File: config.mk
export PLATFORM = sky130hd
export DESIGN_NAME = psus_fifo
export DESIGN_NICKNAME = d
export VERILOG_FILES = /design/src/rtl/psus_pkg.sv /design/src/rtl/psus_fifo.sv
export SDC_FILE = /design/constraint.sdc
export NUM_CORES = 1
export LEC_CHECK = 0
export ABC_AREA = 1
export BUFFER_PORTS_ARGS = -buffer_cell sky130_fd_sc_hd__buf_2
export CAP_MARGIN = 20
export CORE_UTILIZATION = 52
export DETAILED_ROUTE_END_ITERATION = 10
export PLACE_DENSITY = 0.81
export SYNTH_ARGS = -nofsm -noshare
export SYNTH_HDL_FRONTEND = slang
export SYNTH_SLANG_ARGS = --single-unit
File: constraint.sdc
create_clock -name clk_i -period 6.76 [get_ports clk_i]
set_input_delay 1.014 -clock clk_i [delete_from_list [all_inputs] [get_ports clk_i]]
set_output_delay 1.014 -clock clk_i [all_outputs]
set_load 0.01 [all_outputs]
File: src/rtl/psus_pkg.sv
// shared types and constants for the particle swarm update step unit
package psus_pkg;

  localparam int unsigned FifoDepthDefault = 4;

  localparam int unsigned IdxW  = 10;
  localparam int unsigned CoordW = 32;
  localparam int unsigned FracW = 16;
  localparam int unsigned LimW  = 31;
  localparam int unsigned FitW  = 36;
  localparam int unsigned SqW   = 31;

  localparam int unsigned InDataW  = 256;
  localparam int unsigned OutDataW = 152;

  localparam logic [FitW-1:0] FitMax = {FitW{1'b1}};

  // one input word as unpacked from the stream
  typedef struct packed {
    logic                     start_of_run;
    logic [IdxW-1:0]          particle_index;
    logic signed [CoordW-1:0] position;
    logic signed [CoordW-1:0] velocity;
    logic signed [CoordW-1:0] personal_best_pos;
    logic signed [CoordW-1:0] global_best_pos;
    logic [FracW-1:0]         rand_one;
    logic [FracW-1:0]         rand_two;
    logic [FracW-1:0]         inertia;
    logic [LimW-1:0]          velocity_limit;
    logic [FitW-1:0]          personal_best_fitness;
    logic                     last_dimension;
  } psus_in_t;

  // fields that ride along the front pipeline untouched
  typedef struct packed {
    logic            start_of_run;
    logic [IdxW-1:0] particle_index;
    logic [FitW-1:0] personal_best_fitness;
    logic            last_dimension;
  } psus_meta_t;

  // queue entry from front to back
  typedef struct packed {
    psus_meta_t               meta;
    logic signed [CoordW-1:0] new_position;
    logic signed [CoordW-1:0] new_velocity;
    logic [SqW-1:0]           square;
  } psus_entry_t;

  typedef struct packed {
    logic full;
    logic empty;
  } psus_fifo_stat_t;

  // one result word
  typedef struct packed {
    logic signed [CoordW-1:0] new_position;
    logic signed [CoordW-1:0] new_velocity;
    logic                     is_last;
    logic [FitW-1:0]          fitness;
    logic                     personal_improved;
    logic                     global_improved;
    logic [IdxW-1:0]          best_particle;
    logic [FitW-1:0]          best_value;
  } psus_res_t;

endpackage

File: src/rtl/psus_fifo.sv
// short queue between the front pipeline and the back stage
module psus_fifo
  import psus_pkg::*;
#(
  parameter int unsigned Depth = FifoDepthDefault
) (
  input  logic            clk_i,
  input  logic            rst_ni,
  input  logic            push_i,
  input  psus_entry_t     entry_i,
  input  logic            pop_i,
  output psus_entry_t     head_o,
  output psus_fifo_stat_t stat_o
);

  localparam int unsigned PtrW = (Depth > 1) ? $clog2(Depth) : 1;
  localparam int unsigned CntW = $clog2(Depth + 1);
  localparam logic [PtrW-1:0] PtrLast = PtrW'(Depth - 1);
  localparam logic [CntW-1:0] CntFull = CntW'(Depth);

  psus_entry_t     mem_q [Depth];
  logic [PtrW-1:0] wr_q, rd_q;
  logic [CntW-1:0] cnt_q;
  logic            do_push, do_pop;

  assign stat_o.full  = (cnt_q == CntFull);
  assign stat_o.empty = (cnt_q == '0);
  assign do_push      = push_i && !stat_o.full;
  assign do_pop       = pop_i && !stat_o.empty;
  assign head_o       = mem_q[rd_q];

  always_ff @(posedge clk_i or negedge rst_ni) begin
    if (!rst_ni) begin
      wr_q  <= '0;
      rd_q  <= '0;
      cnt_q <= '0;
    end else begin
      if (do_push) begin
        wr_q <= (wr_q == PtrLast) ? '0 : wr_q + 1'b1;
      end
      if (do_pop) begin
        rd_q <= (rd_q == PtrLast) ? '0 : rd_q + 1'b1;
      end
      if (do_push && !do_pop) begin
        cnt_q <= cnt_q + 1'b1;
      end else if (do_pop && !do_push) begin
        cnt_q <= cnt_q - 1'b1;
      end
    end
  end

  always_ff @(posedge clk_i) begin
    if (do_push) begin
      mem_q[wr_q] <= entry_i;
    end
  end

endmodule

* After elaboration in Yosys (flattened, before gate mapping)
Memories as Yosys holds them, arrays and structs flattened.
Cells that the tools add are included.
W data, S select, Z words.
** Operators by class
- Add/sub/neg operators :: 4
- Equal/unequal tests :: 3
- Muxes and demuxes :: 6
- Reductions and logical operators :: 10
** Operator list (count)
- $mux W3 :: 2
- $add A2 B1 Y2 const B :: 2
- $eq A2 B2 Y1 const B :: 2
- $logic_and A1 B1 Y1 :: 4
- $logic_not A1 Y1 :: 4
- $mux W2 :: 2
- $add A3 B1 Y3 const B :: 1
- $eq A3 B3 Y1 const B :: 1
- $logic_not A3 Y1 :: 1
- $sub A3 B1 Y3 const B :: 1
- $mux W1 :: 2
- $reduce_bool A2 Y1 :: 1
** Word-level totals
- Register bits :: 7
- Memory bits (writable) :: 572
- Input bits :: 147
- Output and inout bits :: 145
- Logic and storage cells :: 27
- Memories :: 1
** Memory list
- mem_q :: depth 4, width 143, read ports 1, clocked after Yosys merged registers in 0, write ports 1, RTL line psus_fifo.sv:21 : psus_entry_t mem_q [Depth];

* Longest topological paths before layout
Gate-level depths: netlist (run 1).
- Depth in word-level cells :: 7
- Gate-level depth with buffers :: 12

* Worst setup path before layout (run 1)
No wires, ideal clock.
- Path kind :: input to register
- Start point :: input port push_i
- End point :: memory mem_q[0][0] (netlist name), enable pin
- Library setup time :: 0.648 ns
- Data arrival time :: 7.095 ns
- Data required time :: 6.112 ns
- Slack :: -0.983 ns
- Stages :: 2
- Path buffers :: 0
- Cell sequence :: nand2_1 -> nor2_1
** On the way
- Longest elaborated chain between the ends :: 3
** RTL lines
- start: declaration :: RTL line psus_fifo.sv:9 : input logic push_i,
- $logic_and A1 B1 Y1 :: RTL line psus_fifo.sv:28 : assign do_push = push_i && !stat_o.full;
- $mux W1 :: RTL line psus_fifo.sv:53 : if (do_push) begin
- $mux W1 (implied by the code) :: RTL line psus_fifo.sv:54 : mem_q[wr_q] <= entry_i;
- end: declaration :: RTL line psus_fifo.sv:21
Every way passes these cells.

==> flow_metrics.tcl, run 1 <==
set metrics [dict create \
    initial_core_util_pct 52.82 \
    p_int_w 0.007931 \
    finalCritPeriodShare_pct 62.57 \
    synthTopCellsByArea "edfxtp_1, o211ai_1, nand2_1" \
    grt_pass1_vias 13680 \
    drt_iter0_markers 1139 \
    final-max-slew-violation-count 0 \
    routed-via-count 13880 \
    path_class "reg -> out" \
    grt_antenna_before_repair 12 \
    dpl_cell_area_um2 24960 \
    syn_inst 1729 \
    fin_setup_tns_ns 0 \
    cts_tree "built" \
    synth-edff-count 572 \
    drt_drc_violations_left 0 \
    multi_input_area_um2 4111 \
    cts.sinks 579 \
    final-hold-violation-count 0 \
    yosysMostFrequentCell "edfxtp_1" \
    critPathTopFamily "buffers and inverters" \
    clkPwrFrac_pct 27.4 \
    cts_setup_buffers 0 \
    cp-end-kind "output port" \
    place_hpwl_um 26780 \
    cp-startpoint "rd_q[0]" \
    maxSlewHeadroom_pct 27.75 \
    critPathRequiredTime_ns 5.75 \
    power.total_w 0.01200 \
    synth-seq-cells 579 \
    hold_path_class "in -> async" \
    worst-path-max-fanout 244 \
    path_cells "buf_12, buf_12, nand2_1, o211ai_1, nand2_1, buf_2" \
    seqCellArea_um2 17360 \
    start_kind "register" \
    clk_latency_ns 0.60 \
    grt_pass1_wl_um 72620 \
    reg2reg_from "cnt_q[1]" \
    die_h_um 214.2 \
    arrival_ns 3.22 \
    path_buf_inv 3 \
    design.die.area_um2 45870 \
    max_freq_ghz 0.2364 \
    overflow 0 \
    synth-main-ff-cell "edfxtp_1" \
    syn_area_um2 23410 \
    synth_top_area_cell "edfxtp_1" \
    num-fill-cells 3217 \
    drtPass1Iterations 5 \
    vdd_ir_drop_max_v 0.0004280 \
    antenna_left 0 \
    root_buffer "clkbuf_16" \
    clockBufferDepth 3 \
    tightest_slew_ns 1.084 \
    htreeDepth 2 \
    ctsResizeCount 0 \
    core_um2 44320 \
    drive_above_1_share_pct 20.34 \
    cts_inserted_buffers 56 \
    area_growth_pct 15.17 \
    syn_area_per_cell_um2 13.54 \
    final_nets 2152 \
    final_cell_area_um2 26960 \
    cap_violations 0 \
    worst_clock_skew_ns 0.01473 \
    wl_per_cell_um 17.52 \
    cellPowerDensity_nw_per_um2 444.9 \
    async_flop_share_pct 1.209 \
    synth.distinct_cells 19 \
    place.gp.congestion 0.7785 \
    status "completed" \
    p_sw_w 0.004065 \
    rsz0062_at_grt "no" \
    p_leak_nw 10.67 \
    grtUsageTotal_pct 20.21 \
    synth-seq-area-share_pct 74.12 \
    core.rowCount 77 \
    comb_power_share_pct 31.6 \
    port_buffers 291 \
    fin_crit_ns 4.230 \
    die_w_um 214.2 \
    swShare_pct 33.88 \
    synth_nets 1883 \
    report.final.setup_viol 0 \
    io_pins 292 \
    yosys_warnings 0 \
    wirelength_um 46330 \
    p_seq_share_pct 41.0 \
    clk_pin_slew_ns 0.06 \
    netlist_top_cells_count "edfxtp_1, nand2_1, inv_1, o211ai_1, buf_6" \
    synth_top_area_share_pct 73.37 \
    grt_max_degree 245 \
    cts_hold_buffers 0 \
    critical-path-max-stage-delay_ns 0.80 \
    slowest_stage "dfrtp_4" \
    viasPerCell 5.250 \
]
-- metal layers --
metal  global-route usage, %  vias up  part of all wire (%)
met5                       0        -                  0.12
met4                   7.881       10                   2.6
met3                   5.021       81                   7.6
met2                   34.60      479                    50
met1                   24.67     6734                    39
li1                        -     6578                     -
-- area by class of cell --
| class | count | share of cell area [%] |
|---|---|---|
| timing repair buffer | 306 | 6.052 |
| tap | 592 | 2.747 |
| clock buffer | 63 | 5.374 |
| antenna | 7 | 0.06497 |
| inverter | 302 | 4.223 |
| multi-input combinational | 753 | 15.25 |
| sequential | 579 | 64.39 |
| clock inverter | 42 | 1.903 |
-- registers in the layout, indices dropped and copies added, names as in the netlist --
name / count
mem_q: 572
wr_q: 2
cnt_q: 3
rd_q: 2
-- path summary, 6_finish.rpt --
kind / slack [ns] / to / cells past startpoint
worst max-delay path: 2.53 / head_o[66] / 6
worst min-delay path: 0.25 / rd_q[1] / 1
worst max register to register: 3.80 / mem_q[2][43] / 5
worst min register to register: 0.51 / cnt_q[2] / 2
max in group asynchronous: 6.33 / rd_q[0] / 1
min in group clk_i: 0.51 / cnt_q[2] / 2
-- power by group through the flow --
stage	Sequential [W]	Clock [W]	Combinational, W
6_report	0.00492	0.00328	0.00379
5_1_grt	0.00498	0.00346	0.00417
4_1_cts	0.00497	0.00333	0.00379
3_5_place_dp	0.00504	0	0.00376
2_1_floorplan	0.00506	0	0.00275
3_3_place_gp	0.00500	0	0.00367
-- cell families after synthesis --
family / synth area share [%]
xor gates and xnor gates: 0.03742
buffers and inverters: 8.445
DFF: 74.12
AOI/OAI and AO/OA: 9.599
adders and majority gates: 0.4062
and+or+nand+nor: 7.392
-- worst register-to-register path: cells and delay by family, from the launching register on --
| family | cells | cell delay, ns |
|---|---|---|
| simple gates | 3 | 1.16 |
| buf+inv | 2 | 0.92 |
| flops | 1 | 0.38 |
-- metrics by stage --
stage | hold WS [ns] | setup WS, ns | util [%] | std cells
floorplan | 0.4628 | -0.9832 | - | 1729
global route | 0.2273 | 2.337 | 60.82 | 2642
finish | 0.2510 | 2.530 | 60.84 | 2644
global placement | 0.4757 | 3.230 | 56.32 | 2531
CTS | 0.2107 | 2.502 | 60.75 | 2636
detailed placement | 0.4916 | 3.163 | 56.32 | 2531
-- cell usage in the layout (no fill, tap or decap), drive strengths merged --
cell type / count
buf: 306
bufinv: 12
clkbuf: 63
clkinv: 24
clkinvlp: 4
dfrtp: 7
diode: 7
edfxtp: 572
fa: 1
ha: 6
inv: 304
nand2: 444
nand3: 7
nand4: 1
nor2: 6
o211ai: 286
o21ai: 1
xnor2: 1
Power figures use the tool's default switching activity.
==> run 2: changes to the inputs <==
- ABC_AREA: 1 -> 0
- CORE_UTILIZATION: 52 -> 51
- PLACE_DENSITY: 0.81 -> 0.8
- clock period: 6.76 -> 3.8 ns (I/O delays scaled with it)
==> run 2 against run 1 <==
  * Via count fell by 33%
  * Synthesized cell count fell by 55%
  * First-iteration DRC count fell by 53%
==> flow_metrics.tcl, run 2 <==
set metrics [dict create \
    status "completed" \
    wirelength_um 40040 \
    final_nets 1277 \
    yosysMostFrequentCell "edfxtp_1" \
    cp-end-kind "output port" \
    largest_registers "mem_q (572), cnt_q (3)" \
    routed-via-count 9362 \
    area_growth_pct 18.96 \
    viasPerCell 5.475 \
    synth-main-ff-cell "edfxtp_1" \
    root_buffer "clkbuf_16" \
    io_pins 292 \
    syn_area_um2 21030 \
    path_class "reg -> out" \
    grtUsageTotal_pct 18.94 \
    die_h_um 205.1 \
    clk_pin_slew_ns 0.06 \
    hold_path_class "in -> reg" \
    final_cells 1710 \
    max_freq_ghz 0.3157 \
    netlist_top_cells_count "edfxtp_1, mux4_2, buf_2, buf_6, dfrtp_1" \
    regMostFlops "mem_q" \
    final-max-slew-violation-count 0 \
    initial_core_util_pct 51.62 \
    drive_above_1_share_pct 46.27 \
    final_cell_area_um2 25020 \
    fin_setup_tns_ns 0 \
    synth-seq-area-share_pct 82.51 \
    maxSlewHeadroom_pct 53.30 \
    tightest_slew_ns 0.7005 \
    p_seq_share_pct 45.1 \
    p_int_w 0.01396 \
    vdd_ir_drop_max_v 0.0006877 \
    r2r.worst_path.cells 4 \
    wl_per_cell_um 23.42 \
    critPathRequiredTime_ns 3.23 \
    synth.distinct_cells 22 \
    synthXorXnorAreaFrac_pct 0.1249 \
    largest_reg_flops 572 \
    synth_top_area_share_pct 81.68 \
    setup_ws_ns 0.6329 \
    core.rowCount 74 \
    drt_drc_violations_left 0 \
    worst_clock_skew_ns 0.01197 \
    synth_top_family_by_area "multiplexers" \
    cap_violations 0 \
    synthMuxAreaShare_pct 15.53 \
    finalCritPeriodShare_pct 83.34 \
    grt_pass1_wl_um 58220 \
    antenna_left 0 \
    p_sw_w 0.005611 \
    layout_common_cells "edfxtp_1, buf_2, mux4_2" \
    drtPass1Iterations 5 \
    clkPwrFrac_pct 26.6 \
    place_hpwl_um 24450 \
    die_w_um 205.1 \
    core_um2 40740 \
    report.final.setup_viol 0 \
    ctsResizeCount 0 \
    synth_compound_area_share_pct 0.09519 \
    clockBufferDepth 3 \
    cts_tree "built" \
    async_flop_share_pct 1.209 \
    synthTopCellsByArea "edfxtp_1, mux4_2, dfrtp_1" \
    port_buffers 291 \
    drt_iter0_markers 530 \
    overflow 0 \
    synth-seq-cells 579 \
    synth_simple_gate_area_share_pct 0.2975 \
    synth_top_area_cell "edfxtp_1" \
    num-fill-cells 2786 \
    cellPowerDensity_nw_per_um2 782.3 \
    yosys_warnings 0 \
    worst-path-max-fanout 28 \
    dpl_cell_area_um2 23250 \
    clk_latency_ns 0.59 \
    place_ws_ns 1.161 \
    cts.sinks 579 \
    swShare_pct 28.67 \
    synthAdderAreaFrac_pct 0.4522 \
    synth-edff-count 572 \
    holdPathStages 1 \
    synth_nets 938 \
    p_leak_nw 8.464 \
    syn_area_per_cell_um2 26.82 \
    syn_inst 784 \
    start_kind "register" \
    place.gp.congestion 0.7473 \
    final-hold-violation-count 0 \
    rsz0062_at_grt "no" \
    htreeDepth 2 \
    arrival_ns 2.60 \
    grt_antenna_before_repair 12 \
    comb_power_share_pct 28.3 \
    design.die.area_um2 42050 \
    layout_commonest_cell "edfxtp_1" \
    utilization_pct 61.41 \
    grt_max_degree 76 \
    cts_inserted_buffers 55 \
    fin_crit_ns 3.167 \
    placedCellCount 1597 \
    grt_pass1_vias 9933 \
]
==> run 2: changes by cell type after synthesis, sizes merged, moves of 3 or more <==
cell,previous run,this run
and2,0,3
buf,94,27
clkbuf,1,5
inv,302,3
mux2,0,4
mux4,0,143
nand2,444,1
nand3,7,0
nor2,6,3
o211ai,286,0
==> run 2: routing by layer <==
metal  vias up  share of wire, %  track usage (%)
met2       317                53            32.63
met5         -             0.060                0
met4         4               2.8            7.487
met1      4873                37            22.87
li1       4100                 -                -
met3        68               6.3            4.820
==> run 2: final cells by class <==
cell class	instances	area (um2)	share of cell area, %
Inverter	3	11.26	0.04501
Clock buffer	68	1468	5.867
Clock inverter	33	256.5	1.025
Multi-Input combinational cell	170	3485	13.93
Antenna cell	11	27.53	0.1100
Timing Repair Buffer	314	1744	6.972
Sequential cell	579	17360	69.39
Tap cell	532	665.6	2.661
==> run 2: repair_timing <==
| action | 4_1_cts | 5_1_grt |
|---|---|---|
| setup buffers | 0 | 0 |
| hold endpoints to repair | 7 | 0 |
| hold buffers | 1 | 0 |
==> run 2: logic make-up (layout without fill, tap and decap cells) <==
logic type               after synthesis  count (layout)
flip-flops                           579             579
other                                  0              11
AO/OA/AOI/OAI                          2               2
AND/OR/NAND/NOR                       11              11
buffers and inverters                 35             418
adder cells (fa/ha/maj)                7               7
multiplexers                         147             147
XOR/XNOR                               3               3
==> run 2: final timing paths <==
check                                  start             to  slack [ns]
worst max-delay path                 rd_q[0]      head_o[7]        0.63
worst min-delay path            entry_i[107]  mem_q[1][107]        0.19
worst max register to register      cnt_q[0]   mem_q[0][47]        1.34
worst min register to register      cnt_q[2]       cnt_q[2]        0.55
max in group asynchronous             rst_ni        rd_q[0]        3.25
min in group asynchronous             rst_ni       cnt_q[1]        0.36
==> run 2: critical path, cell delays in order (launching register included) <==
cell and delay, ns:
dfrtp_4 0.83, buf_4 0.43, mux4_2 0.56, buf_2 0.16
==> run 2: power groups by stage <==
stage               registers (W)  clock network [W]  logic [W]
detailed placement        0.00897                  0    0.00567
global placement          0.00887                  0    0.00561
CTS                       0.00885            0.00534    0.00570
floorplan                 0.00880                  0    0.00366
global route              0.00894            0.00554    0.00593
finish                    0.00882            0.00520    0.00554
==> run 2: per-stage QoR <==
| stage | hold slack [ns] | total power (W) |
|---|---|---|
| CTS | 0.1457 | 0.01989 |
| finish | 0.1896 | 0.01957 |
| global placement | 0.4152 | 0.01448 |
| global route | 0.1518 | 0.02040 |
| detailed placement | 0.4237 | 0.01464 |
| floorplan | 0.2744 | 0.01246 |
