===== config.mk =====
export PLATFORM = sky130hd
export DESIGN_NAME = psus_back
export DESIGN_NICKNAME = d
export VERILOG_FILES = /design/src/rtl/psus_pkg.sv /design/src/rtl/psus_back.sv
export SDC_FILE = /design/constraint.sdc
export NUM_CORES = 1
export LEC_CHECK = 0
export BUFFER_PORTS_ARGS = -buffer_cell sky130_fd_sc_hd__buf_2
export CAP_MARGIN = 20
export CORE_ASPECT_RATIO = 0.7
export CORE_UTILIZATION = 50
export DETAILED_ROUTE_END_ITERATION = 10
export HOLD_SLACK_MARGIN = 0.12
export MAX_ROUTING_LAYER = met4
export PLACE_DENSITY = 0.75
export SYNTH_ARGS = -nofsm -noshare
export SYNTH_HDL_FRONTEND = slang
export SYNTH_SLANG_ARGS = --single-unit

===== constraint.sdc =====
create_clock -name clk_i -period 6.65 [get_ports clk_i]
set_input_delay 1.33 -clock clk_i [delete_from_list [all_inputs] [get_ports clk_i]]
set_output_delay 1.33 -clock clk_i [all_outputs]
set_load 0.01 [all_outputs]

===== src/rtl/psus_pkg.sv =====
// shared types and constants for the particle swarm update step unit
package psus_pkg;

  localparam int unsigned FifoDepthDefault = 4;

  localparam int unsigned IdxW  = 10;
  localparam int unsigned CoordW = 32;
  localparam int unsigned FracW = 16;
  localparam int unsigned LimW  = 31;
  localparam int unsigned FitW  = 36;
  localparam int unsigned SqW   = 31;

  localparam int unsigned InDataW  = 256;
  localparam int unsigned OutDataW = 152;

  localparam logic [FitW-1:0] FitMax = {FitW{1'b1}};

  // one input word as unpacked from the stream
  typedef struct packed {
    logic                     start_of_run;
    logic [IdxW-1:0]          particle_index;
    logic signed [CoordW-1:0] position;
    logic signed [CoordW-1:0] velocity;
    logic signed [CoordW-1:0] personal_best_pos;
    logic signed [CoordW-1:0] global_best_pos;
    logic [FracW-1:0]         rand_one;
    logic [FracW-1:0]         rand_two;
    logic [FracW-1:0]         inertia;
    logic [LimW-1:0]          velocity_limit;
    logic [FitW-1:0]          personal_best_fitness;
    logic                     last_dimension;
  } psus_in_t;

  // fields that ride along the front pipeline untouched
  typedef struct packed {
    logic            start_of_run;
    logic [IdxW-1:0] particle_index;
    logic [FitW-1:0] personal_best_fitness;
    logic            last_dimension;
  } psus_meta_t;

  // queue entry from front to back
  typedef struct packed {
    psus_meta_t               meta;
    logic signed [CoordW-1:0] new_position;
    logic signed [CoordW-1:0] new_velocity;
    logic [SqW-1:0]           square;
  } psus_entry_t;

  typedef struct packed {
    logic full;
    logic empty;
  } psus_fifo_stat_t;

  // one result word
  typedef struct packed {
    logic signed [CoordW-1:0] new_position;
    logic signed [CoordW-1:0] new_velocity;
    logic                     is_last;
    logic [FitW-1:0]          fitness;
    logic                     personal_improved;
    logic                     global_improved;
    logic [IdxW-1:0]          best_particle;
    logic [FitW-1:0]          best_value;
  } psus_res_t;

endpackage


===== src/rtl/psus_back.sv =====
// back stage: fitness accumulation, best tracking and result register
module psus_back
  import psus_pkg::*;
(
  input  logic        clk_i,
  input  logic        rst_ni,
  input  logic        avail_i,
  input  psus_entry_t entry_i,
  output logic        pop_o,
  output logic        valid_o,
  input  logic        ready_i,
  output psus_res_t   res_o
);

  logic [FitW-1:0] sum_q, sum_d;
  logic [FitW-1:0] gbv_q, gbv_d;
  logic [IdxW-1:0] gbi_q, gbi_d;
  logic            valid_q;
  psus_res_t       res_q, res_d;

  logic [FitW:0]   fit_wide;
  logic [FitW-1:0] fit;
  logic [FitW-1:0] gbv_cur;
  logic [IdxW-1:0] gbi_cur;
  logic            pimp, gimp, last;

  assign pop_o = avail_i && (!valid_q || ready_i);
  assign last  = entry_i.meta.last_dimension;

  assign fit_wide = {1'b0, sum_q} + {{(FitW + 1 - SqW){1'b0}}, entry_i.square};
  assign fit      = fit_wide[FitW] ? FitMax : fit_wide[FitW-1:0];

  always_comb begin
    gbv_cur = entry_i.meta.start_of_run ? FitMax : gbv_q;
    gbi_cur = entry_i.meta.start_of_run ? '0 : gbi_q;
    pimp    = last && (fit < entry_i.meta.personal_best_fitness);
    gimp    = pimp && (fit < gbv_cur);
    gbv_d   = gimp ? fit : gbv_cur;
    gbi_d   = gimp ? entry_i.meta.particle_index : gbi_cur;
    sum_d   = last ? '0 : fit;

    res_d.new_position      = entry_i.new_position;
    res_d.new_velocity      = entry_i.new_velocity;
    res_d.is_last           = last;
    res_d.fitness           = last ? fit : '0;
    res_d.personal_improved = pimp;
    res_d.global_improved   = gimp;
    res_d.best_particle     = gbi_d;
    res_d.best_value        = gbv_d;
  end

  always_ff @(posedge clk_i or negedge rst_ni) begin
    if (!rst_ni) begin
      sum_q   <= '0;
      gbv_q   <= FitMax;
      gbi_q   <= '0;
      valid_q <= 1'b0;
    end else begin
      if (pop_o) begin
        sum_q   <= sum_d;
        gbv_q   <= gbv_d;
        gbi_q   <= gbi_d;
        valid_q <= 1'b1;
      end else if (ready_i) begin
        valid_q <= 1'b0;
      end
    end
  end

  always_ff @(posedge clk_i) begin
    if (pop_o) begin
      res_q <= res_d;
    end
  end

  assign valid_o = valid_q;
  assign res_o   = res_q;

endmodule


Yosys cells after proc, flatten, opt, wreduce, memory -nomap -nowiden
Index checks and enable logic that the tools add are counted.

Register bits: 232. Input port bits: 147. Output and inout port bits: 151. Word-level logic and storage cells: 29.

$add $sub $neg: 1. Magnitude comparators: 2. Multiplexer cells: 8. Reductions and logical operators: 6.

Operators by type and width (number): $mux 36 (4); $lt 36x36->1 (2); $add 36x31->37 (1); $mux 10 (2); $logic_and 1x1->1 (3); $mux 1 (2); $reduce_bool 2->1 (1); $logic_not 1->1 (1); $logic_or 1x1->1 (1).

Longest topological paths before layout
Gate-level depths: netlist of run 1.

Word-level depth: 6. Mapped depth: 21.

Worst setup path after synthesis of run 1
Ideal clock, no wire load.

Path kind: input-to-reg. Start point: in entry_i[0] (netlist bit). End point: reg res_q (netlist bit res_o[31]) (data pin). Setup time: 0.255 ns. Arrival: 5.730 ns. Required time: 6.395 ns. Slack: 0.666 ns. Cell stages on the path: 20. Buffers on the path: 2. Cells stage by stage: ha_1 > fa_1 > a21o_1 > a221o_1 > a311oi_4 > or4_4 > a31o_2 > nand2b_1 > mux2i_1 > inv_1 > ha_1 > nand4_1 > nor4_1 > nand4_1 > a21boi_0 > o2111ai_2 > buf_2 > buf_2 > nand2_1 > o21a_1.

Cells in the longest elaborated chain, start to end: 6.

RTL lines: start, declared (line psus_back.sv:8) `input psus_entry_t entry_i,`; $add 36x31->37 (*) (line psus_back.sv:30) `assign fit_wide = {1'b0, sum_q} + {{(FitW + 1 - SqW){1'b0}}, entry_i.square};`; $mux 36 (*) (line psus_back.sv:31) `assign fit = fit_wide[FitW] ? FitMax : fit_wide[FitW-1:0];`; net fit[29] (line psus_back.sv:22) `logic [FitW-1:0] fit;`; $lt 36x36->1 (line psus_back.sv:36) `pimp = last && (fit < entry_i.meta.personal_best_fitness);`; $logic_and 1x1->1 (line psus_back.sv:36); $logic_and 1x1->1 (*) (line psus_back.sv:37) `gimp = pimp && (fit < gbv_cur);`; $mux 36 (*) (line psus_back.sv:38) `gbv_d = gimp ? fit : gbv_cur;`; net gbv_d[31] (line psus_back.sv:16) `logic [FitW-1:0] gbv_q, gbv_d;`; end signal, assigned (line psus_back.sv:72) `res_q <= res_d;`; end, declared (line psus_back.sv:19) `psus_res_t res_q, res_d;`.

Mark *: on every way through the listed nets, which the timed path passes. The rest lies on a longest branch. A chain may end at the register's enable or synchronous reset.

Worst setup path after layout of run 1
Start point: in entry_i[13] (netlist bit). End point: reg gbv_q[6].

Cells in the longest elaborated chain, start to end: 6.

RTL lines: $add 36x31->37 (*) (line psus_back.sv:30); $mux 36 (*) (line psus_back.sv:31); net fit[35] (line psus_back.sv:22); $lt 36x36->1 (line psus_back.sv:36); $logic_and 1x1->1 (line psus_back.sv:36); $logic_and 1x1->1 (*) (line psus_back.sv:37); $mux 36 (*) (line psus_back.sv:38); end signal, assigned (line psus_back.sv:55) `gbv_q <= FitMax;`; end signal, assigned (line psus_back.sv:61) `gbv_q <= gbv_d;`; end, declared (line psus_back.sv:16).

Marked as above.

==> results of run 1 <==
## through the flow
step | util, % | total power [W] | cell area (sq um) | setup slack, ps | TNS [ps]
2_1_floorplan | - | 0.00413 | 12400 | 666 | 0
3_5_place_dp | 61.6 | 0.00541 | 14700 | -125 | -1880
6_report | 65.0 | 0.00690 | 15600 | 246 | 0
4_1_cts | 65.0 | 0.00683 | 15500 | 433 | 0
5_1_grt | 65.0 | 0.00733 | 15600 | 129 | 0
3_3_place_gp | 61.4 | 0.00532 | 14700 | 120 | 0
## path summary, 6_finish.rpt
kind                             start         to  slack [ps]  cells past startpoint
hold / removal               sum_q[21]  sum_q[21]         490                      2
min in group asynchronous       rst_ni  sum_q[20]         650                      1
setup reg to reg             sum_q[15]   gbv_q[6]         760                     20
setup / recovery           entry_i[13]   gbv_q[6]         250                     22
max in group asynchronous       rst_ni   gbi_q[8]        4780                      2
hold reg to reg              sum_q[21]  sum_q[21]         490                      2
## logic make-up after synthesis
| group | synth area share [%] |
|---|---|
| XOR/XNOR | 1.98 |
| multiplexers | 2.28 |
| adder cells (fa/ha/maj) | 10.4 |
| buffers and inverters | 4.81 |
| AO/OA/AOI/OAI | 15.4 |
| flip-flops | 53.3 |
| AND/OR/NAND/NOR | 11.8 |
## cell type report
class | count | area, sq um | share of cell area (%)
diodes | 3 | 7.51 | 0.0483
clock buffers | 34 | 669 | 4.30
clock inverters | 11 | 140 | 0.901
inverters | 95 | 362 | 2.32
multi-input cells | 774 | 5190 | 33.4
flip-flops and latches | 232 | 6600 | 42.4
well taps | 318 | 398 | 2.56
repair buffers | 382 | 2190 | 14.1
## power breakdown
| group | internal [W] | switching, W |
|---|---|---|
| Clock | 0.000823 | 0.000573 |
| Combinational | 0.00135 | 0.00201 |
| Sequential | 0.00199 | 0.000157 |
| Total | 0.00416 | 0.00275 |
## state kept, by name, summed over array words and instances (netlist names)
| signal | cells |
|---|---|
| gbi_q | 10 |
| gbv_q | 36 |
| res_o | 149 |
| sum_q | 36 |
| valid_o | 1 |
## placed cells by master, fill, tap and decap left out, drive strengths merged, types with 6 or more instances in the layout
| cell | n |
|---|---|
| buf | 382 |
| edfxtp | 149 |
| nor2 | 130 |
| ha | 101 |
| inv | 96 |
| a21oi | 89 |
| o21ai | 87 |
| nand2 | 86 |
| dfrtp | 47 |
| nor3 | 36 |
| dfstp | 36 |
| clkbuf | 34 |
| mux2i | 27 |
| nand3 | 20 |
| a2bb2oi | 19 |
| nand4 | 18 |
| a21o | 16 |
| xnor2 | 16 |
| a211oi | 16 |
| xor2 | 12 |
| a22o | 12 |
| and2 | 10 |
| o211ai | 7 |
| nand2b | 7 |
| a31oi | 7 |
| o21bai | 6 |
## worst max-delay path, stage by stage
cell	delay (ps)
buf_2	100
ha_1	290
buf_4	150
and4_1	340
nor4b_1	460
o221a_2	390
o211ai_1	220
a211oi_1	490
o21ai_0	230
mux2i_1	340
inv_1	110
ha_1	340
a21oi_1	170
o21ai_0	180
a211oi_1	350
o2111ai_1	180
nand2_1	160
o2111ai_4	190
buf_4	230
a21oi_4	170
buf_12	190
a2bb2oi_1	220
## per-layer routing
| metal | up-vias | share of wire (%) |
|---|---|---|
| met5 | - | 0 |
| met3 | 50 | 12 |
| li1 | 4885 | - |
| met2 | 535 | 41 |
| met1 | 4877 | 46 |
| met4 | 0 | 1.7 |
==> run metrics, run 1 <==
minimum clock period after layout=~6400 ps; worst min-delay path category=reg -> reg; number of synthesized flops with an enable pin=149; number of global-route vias before repair=about 10k; top post-synthesis cells by area=edfxtp_1 36%, ha_1 10%, dfrtp_1 9.5%; I/O pin cnt=298; data arrival at the endpoint of the critical path=6840 ps; dpl hpwl=around 27,000 um; worst path required time=slightly above 7000 ps; x dimension of the die=190 um; share of cells above drive strength 1=31.3%; count of filler cells inserted in the layout=1,921; most used routing layer=met1; unique cell type count in the Yosys netlist=approximately 70; flops & latches, synth=approximately 230; CTS Buf Count=25; total of warnings raised by yosys=0; CTS-repair resized insts=0; postcts setup bufs=0; placed cell count=roughly 1.8k; syn_area_per_cell=10.8 sq um; power per unit of standard cell area=444 nW/um^2; clock network latency to the later pin of the worst-skew pair=530 ps; placeable core region=23,900 sq um; most instantiated cells after synthesis=149 x edfxtp_1, 130 x nor2_1, 101 x ha_1; global route overflow=0; area enclosed by the die boundary=25,400 sq um; antenna-violating nets left=0; final hold slack=489 ps; number of antenna violations at the first check in global routing=3; post-synthesis async set-or-reset flop share=35.8%; most frequent cell after synthesis=edfxtp_1; number of standard cells in the layout, taps in and fillers out=1,849; violation count after the first detailed-route iteration=862; worst slew margin relative to its limit=approximately 30%; via-per-instance ratio=5.60; layout overhead on the synthesized area=25.8%; detailed-route DRC error count=0; met1 track utilization from global routing=42.5%; first-pass GRT wire length=54,900 um; met3 routing resource usage after global routing=8.30%; final hold violations=0; number of H-tree levels=1; CP Launch Type=input pin; max-capacitance violation count=0; measured slew at the worst slew-check pin=~1000 ps; max-slew violations=0; Syn Std Cell Area=12,400 sq um; sequential cell area fraction in the yosys report=53.3%; met2 track utilization from global routing=roughly two fifths; number of sinks on the clock net=232; cts-stage hold buffer count=0; count of port buffers added during placement=297; buffer depth of the longest clock path=3; setup clock skew after layout=18.4 ps; Critical Path End Type=register; f_max=0.156 GHz; Final GP Congestion=0.983; number of nets in the layout=1,759; maximum number of pins on one net before global-route repair=71; final cycle utilization of the critical path=between 90% and 100%; net count after synthesis=roughly 1.4k; CP Class=in -> reg; cell leakage power=7.22 nW; clock root buffer=clkbuf_16; cell accounting for the most synthesized area=edfxtp_1; Setup violations, final=0; worst-path maximum fanout=19; DRT Pass-1 Iters=8; predominant post-synthesis flop cell=edfxtp_1; wire length after detailed routing=36,000 um; die outline height=134 um; Yosys top cell area share=36.2%; Placement Rows=47; Initial Util=51.7%; clock-pin transition on the worst setup and hold timing paths=around 60 ps; synthesized netlist cell count=1,149; maximum vdd ir drop=227 uV; run status=finished, final reports clean; CTS tree=built; GR Util All Layers=29.0%; total vias in the final route=between 10k and 15k; WL/cell=19.5 um; setup repair after global routing missed its margin=no
No activity file was read; power rests on OpenSTA's default activity.
==> run 2: changes to the inputs <==
clock period = 8.05 ns   (was 6.65 ns; I/O delays follow)
==> run 2 against run 1 <==
  * Count of clock-buffer cells in the layout fell by 1
  * Sequential share of layout area rose by 1.1 points
  * Final area fell by 2.6%
  * Hold slack got worse by 5.6 ps
  * Wire length fell by 0.86%
  * Combinational power fell by 26%
  * Critical path type unchanged
  * Die area did not move
  * Setup slack improved by 490 ps
==> run metrics, run 2 (same netlist as run 1, synthesis figures left out) <==
run status=finished, final reports clean; most frequent cells in the layout=296 x buf_2, 149 x edfxtp_1, 130 x nor2_1, 101 x ha_1, 93 x inv_1; CP Launch Type=input pin; sum of buffers and inverters on the critical path=4; clock network latency to the later pin of the worst-skew pair=540 ps; GR Util All Layers=between 20 and 30%; post-layout power=0.00555 W; Crit path max-delay family=compound AO/OA/AOI/OAI gates; layout overhead on the synthesized area=22.6%; wire length after detailed routing=35,700 um; final hold violations=0; total vias in the final route=10.2k; Placement Rows=47; setup repair after global routing missed its margin=no; measured slew at the worst slew-check pin=980 ps; most common cell after layout, fill and taps aside=buf_2; Reg2Reg Setup Slack=1570 ps; Final GP Congestion=0.975; cell-by-cell listing of the critical path=buf_2, ha_1, fa_1, a21o_1, a221o_1, a311oi_4, or4_4, a31oi_4, buf_4, nor3_1, inv_1, ha_1, nand4_1, nor4_1, and3_1, a21boi_0, o2111ai_4, buf_4, nor3_1, a21oi_1; placeable core region=between 20,000 and 25,000 sq um; I/O pin cnt=298; worst slew margin relative to its limit=between 30% and 40%; worst-path maximum fanout=30; worst min-delay path category=reg -> reg; minimum clock period after layout=7310 ps; total area of sequential cells=6600 sq um; max-capacitance violation count=0; x dimension of the die=190 um; clock root buffer=clkbuf_16; power per unit of standard cell area=about 370 nW/um^2; cell leakage power=6.97 nW; CP Class=in -> reg; total negative setup slack=0 ps; Critical Path End Type=register; final cycle utilization of the critical path=90.9%; detailed-route DRC error count=0; cts-stage hold buffer count=0; slowest stage delay, CP=640 ps; data arrival at the endpoint of the critical path=approximately 7700 ps; Setup violations, final=0; area taken by multi-input logic gates=5190 sq um; count of filler cells inserted in the layout=about 2.0k; number of H-tree levels=1; global route overflow=0; WL/cell=20.0 um; number of nets in the layout=1,697; maximum vdd ir drop=between 150 and 200 uV; Slowest-stage cell, CP=nor3_1; final hold slack=483 ps; antenna-violating nets left=0; number of global-route vias before repair=approximately 9.6k; DRT Pass-1 Iters=6; first-pass GRT wire length=between 50,000 and 60,000 um; dpl hpwl=between 20,000 and 30,000 um; clock-pin transition on the worst setup and hold timing paths=60 ps; postcts setup bufs=0; worst path required time=approximately 8400 ps; die outline height=134 um; Initial Util=between 50% and 60%; count of port buffers added during placement=297; maximum number of pins on one net before global-route repair=61; setup clock skew after layout=28.3 ps; f_max=0.137 GHz; via-per-instance ratio=5.70; CTS-repair resized insts=0; max-slew violations=0; CTS tree=built; share of cells above drive strength 1=28.7%; number of sinks on the clock net=roughly 230; number of flip-flops in the largest register=roughly 150; number of antenna violations at the first check in global routing=2; buffer depth of the longest clock path=3; violation count after the first detailed-route iteration=995; area enclosed by the die boundary=25,400 sq um; CTS Buf Count=24
run 2: cell count changes in the layout (fill, tap and decap cells not counted), moves of 2 or more:
cell / change
clkbuf_1: -5
diode_2: -2
clkinvlp_4: -2
buf_12: -2
bufinv_16: +3
buf_4: -57
clkbuf_8: +3
run 2: worst reg2reg max path, stage by stage, from the launching register on:
cell and delay, ps:
dfrtp_1 380, ha_1 220, fa_1 410, a21o_1 210, a221o_1 460, a311oi_4 490, or4_4 250, a31oi_4 270
buf_4 310, nor3_1 640, inv_1 160, ha_1 360, nand4_1 190, nor4_1 370, and3_1 280, a21boi_0 150
o2111ai_4 450, buf_4 400, nor3_1 140, a21oi_1 190
run 2: final timing paths:
check                             to  startpoint  cells after the start
setup / recovery           res_o[19]  entry_i[0]                     20
min in group asynchronous  sum_q[14]      rst_ni                      1
setup reg to reg           res_o[19]    sum_q[0]                     19
max in group asynchronous   gbi_q[7]      rst_ni                      2
hold reg to reg            sum_q[11]   sum_q[11]                      2
hold / removal             sum_q[11]   sum_q[11]                      2
run 2: layer usage:
metal  up-vias  part of all wire, %  track usage, %
li1       4754                    -               -
met1      4842                   46            43.1
met2       536                   41            38.7
met3        49                   12            7.43
met4         0                  1.7            5.47
met5         -                    0               -
run 2: final cells by class:
cell class                      count  share of cell area (%)
Sequential cell                   232                    43.5
Clock buffer                       33                    4.73
Multi-Input combinational cell    774                    34.3
Inverter                           95                    2.39
Antenna cell                        1                  0.0165
Clock inverter                     11                    1.34
Timing Repair Buffer              321                    11.1
Tap cell                          318                    2.63
run 2: metrics by stage:
stage / worst slack, ps / cells / util (%) / cell area [sq um]
2_1_floorplan: 1610 / 1149 / - / 12400
3_3_place_gp: 521 / 1740 / 59.5 / 14200
3_5_place_dp: 391 / 1740 / 59.5 / 14200
4_1_cts: 813 / 1784 / 63.3 / 15200
5_1_grt: 406 / 1785 / 63.3 / 15200
6_report: 735 / 1785 / 63.3 / 15200
run 2: where the power goes:
part / total [W] / internal (W) / switching [W]
Combinational: 0.00248 / 0.000903 / 0.00158
Sequential: 0.00178 / 0.00164 / 0.000134
Clock: 0.00129 / 0.000813 / 0.000477
==> run 3: changes to the inputs <==
REMOVE_ABC_BUFFERS = 1   (was not set)
==> run 3 against run 2 <==
  * Critical path depth is 1 higher
  * Power shrank 3.7%
  * Clock power down 12%
  * Hold slack about the same
  * Critical path type unchanged
  * Critical endpoint is now gbv_q[23]
  * Largest cell class unchanged
  * Largest power group unchanged
==> run metrics, run 3 (same netlist as run 1, synthesis figures left out) <==
max-capacitance violation count=0; number of global-route vias before repair=9,678; post-layout power=0.00535 W; power per unit of standard cell area=355 nW/um^2; max-slew violations=0; Initial Util=51.7%; minimum clock period after layout=6990 ps; Critical Path End Type=register; detailed-route DRC error count=0; worst path required time=8490 ps; I/O pin cnt=298; maximum vdd ir drop=221 uV; cell leakage power=6.92 nW; violation count after the first detailed-route iteration=915; number of flip-flops in the largest register=~150; most common cell after layout, fill and taps aside=buf_2; number of nets in the layout=1,697; worst-path maximum fanout=10; Placement Rows=47; CTS Buf Count=24; met1 track utilization from global routing=42.0%; layout overhead on the synthesized area=21.8%; x dimension of the die=190 um; CP Launch Type=input pin; Critical path origin=entry_i[0]; count of filler cells inserted in the layout=between 1.5k and 2k; final hold violations=0; most frequent cells in the layout=296 x buf_2, 149 x edfxtp_1, 130 x nor2_1, 101 x ha_1, 92 x inv_1; run status=finished, final reports clean; first-pass GRT wire length=~53,000 um; placeable core region=between 20,000 and 25,000 sq um; number of antenna violations at the first check in global routing=3; worst setup timing slack at the placement stage=640 ps; met3 routing resource usage after global routing=4.58%; met2 track utilization from global routing=just under 40%; measured slew at the worst slew-check pin=roughly 920 ps; worst min-delay path category=reg -> reg; hold path start=sum_q[19]; CTS tree=built; clock network latency to the later pin of the worst-skew pair=530 ps; antenna-violating nets left=0; count of port buffers added during placement=297; most used routing layer=met1; dpl hpwl=25,000 um; area taken by multi-input logic gates=just over 5000 sq um; area enclosed by the die boundary=25,400 sq um; buffer depth of the longest clock path=3; total area of sequential cells=roughly 6600 sq um; maximum number of pins on one net before global-route repair=89; clock root buffer=clkbuf_16; Final GP Congestion=0.923; setup clock skew after layout=between 15 and 20 ps; via-per-instance ratio=5.67; WL/cell=~19 um; postcts setup bufs=0; clock-pin transition on the worst setup and hold timing paths=60 ps; share of cells above drive strength 1=~29%; worst slew margin relative to its limit=38.8%; die outline height=between 100 and 150 um; total vias in the final route=10.1k; setup repair after global routing missed its margin=no; final setup margin=between 1000 and 1500 ps; global route overflow=0; DRT Pass-1 Iters=5; f_max=0.143 GHz; GR Util All Layers=about 28%; number of sinks on the clock net=232; wire length after detailed routing=34,200 um; final cycle utilization of the critical path=between 80% and 90%; number of H-tree levels=1; worst r2r src=sum_q[0]; CP Class=in -> reg; data arrival at the endpoint of the critical path=7430 ps; cts-stage hold buffer count=0; CTS-repair resized insts=0; Setup violations, final=0
## run 3: cell types whose count changed in the layout (fill, tap and decap cells not counted), moves of 2 or more
cell       delta
buf_4         -2
diode_2       +2
clkinv_4      +3
buf_12        +2
clkbuf_1      +2
bufinv_16     -4
## run 3: path summary, 6_finish.rpt
check	cells after the start	slack, ps	endpoint
min in group asynchronous	1	980	sum_q[25]
worst min-delay path	2	480	sum_q[19]
worst max-delay path	21	1060	gbv_q[23]
worst min register to register	2	480	sum_q[19]
worst max register to register	20	1920	gbv_q[23]
max in group asynchronous	2	5910	gbi_q[3]
## run 3: report_power, final
group	leakage (nW)	switching (W)	internal (W)
Combinational	4.12	0.00153	0.000910
Clock	0.395	0.000471	0.000662
Sequential	2.41	0.000130	0.00164
## run 3: per-layer routing
| metal | part of all wire, % | vias to the layer above |
|---|---|---|
| li1 | - | 4739 |
| met1 | 47 | 4863 |
| met2 | 43 | 495 |
| met3 | 9.4 | 40 |
| met4 | 1.3 | 0 |
| met5 | 0 | - |
## run 3: final cells by class
type,count,share of cell area [%]
clock inverters,11,0.756
multi-input cells,774,34.5
repair buffers,321,11.3
well taps,318,2.64
inverters,95,2.40
diodes,3,0.0498
clock buffers,33,4.55
flip-flops and latches,232,43.8
## run 3: stage by stage
step                      cells  util [%]  area (sq um)  hold WS (ps)  setup TNS, ps
after detailed placement   1740      59.6         14300           476              0
after global routing       1787      62.9         15100           510              0
after global placement     1740      59.6         14300           467              0
final                      1787      62.9         15100           484              0
after floorplan            1101         -         12100           454          -4550
after CTS                  1784      62.9         15100           489              0
## run 3: worst max-delay path, stage by stage
cell and delay [ps]:
buf_2 130, ha_1 250, fa_1 430, a21o_1 220, a221o_1 410, a311oi_4 440
or4_4 230, a31o_2 310, nand2b_1 90, mux2i_1 420, inv_1 130, ha_1 320
nand4_1 200, inv_1 60, a221oi_1 410, o2111ai_1 240, a21oi_1 310, a22o_1 220
o2111a_2 450, buf_4 280, mux2i_1 240
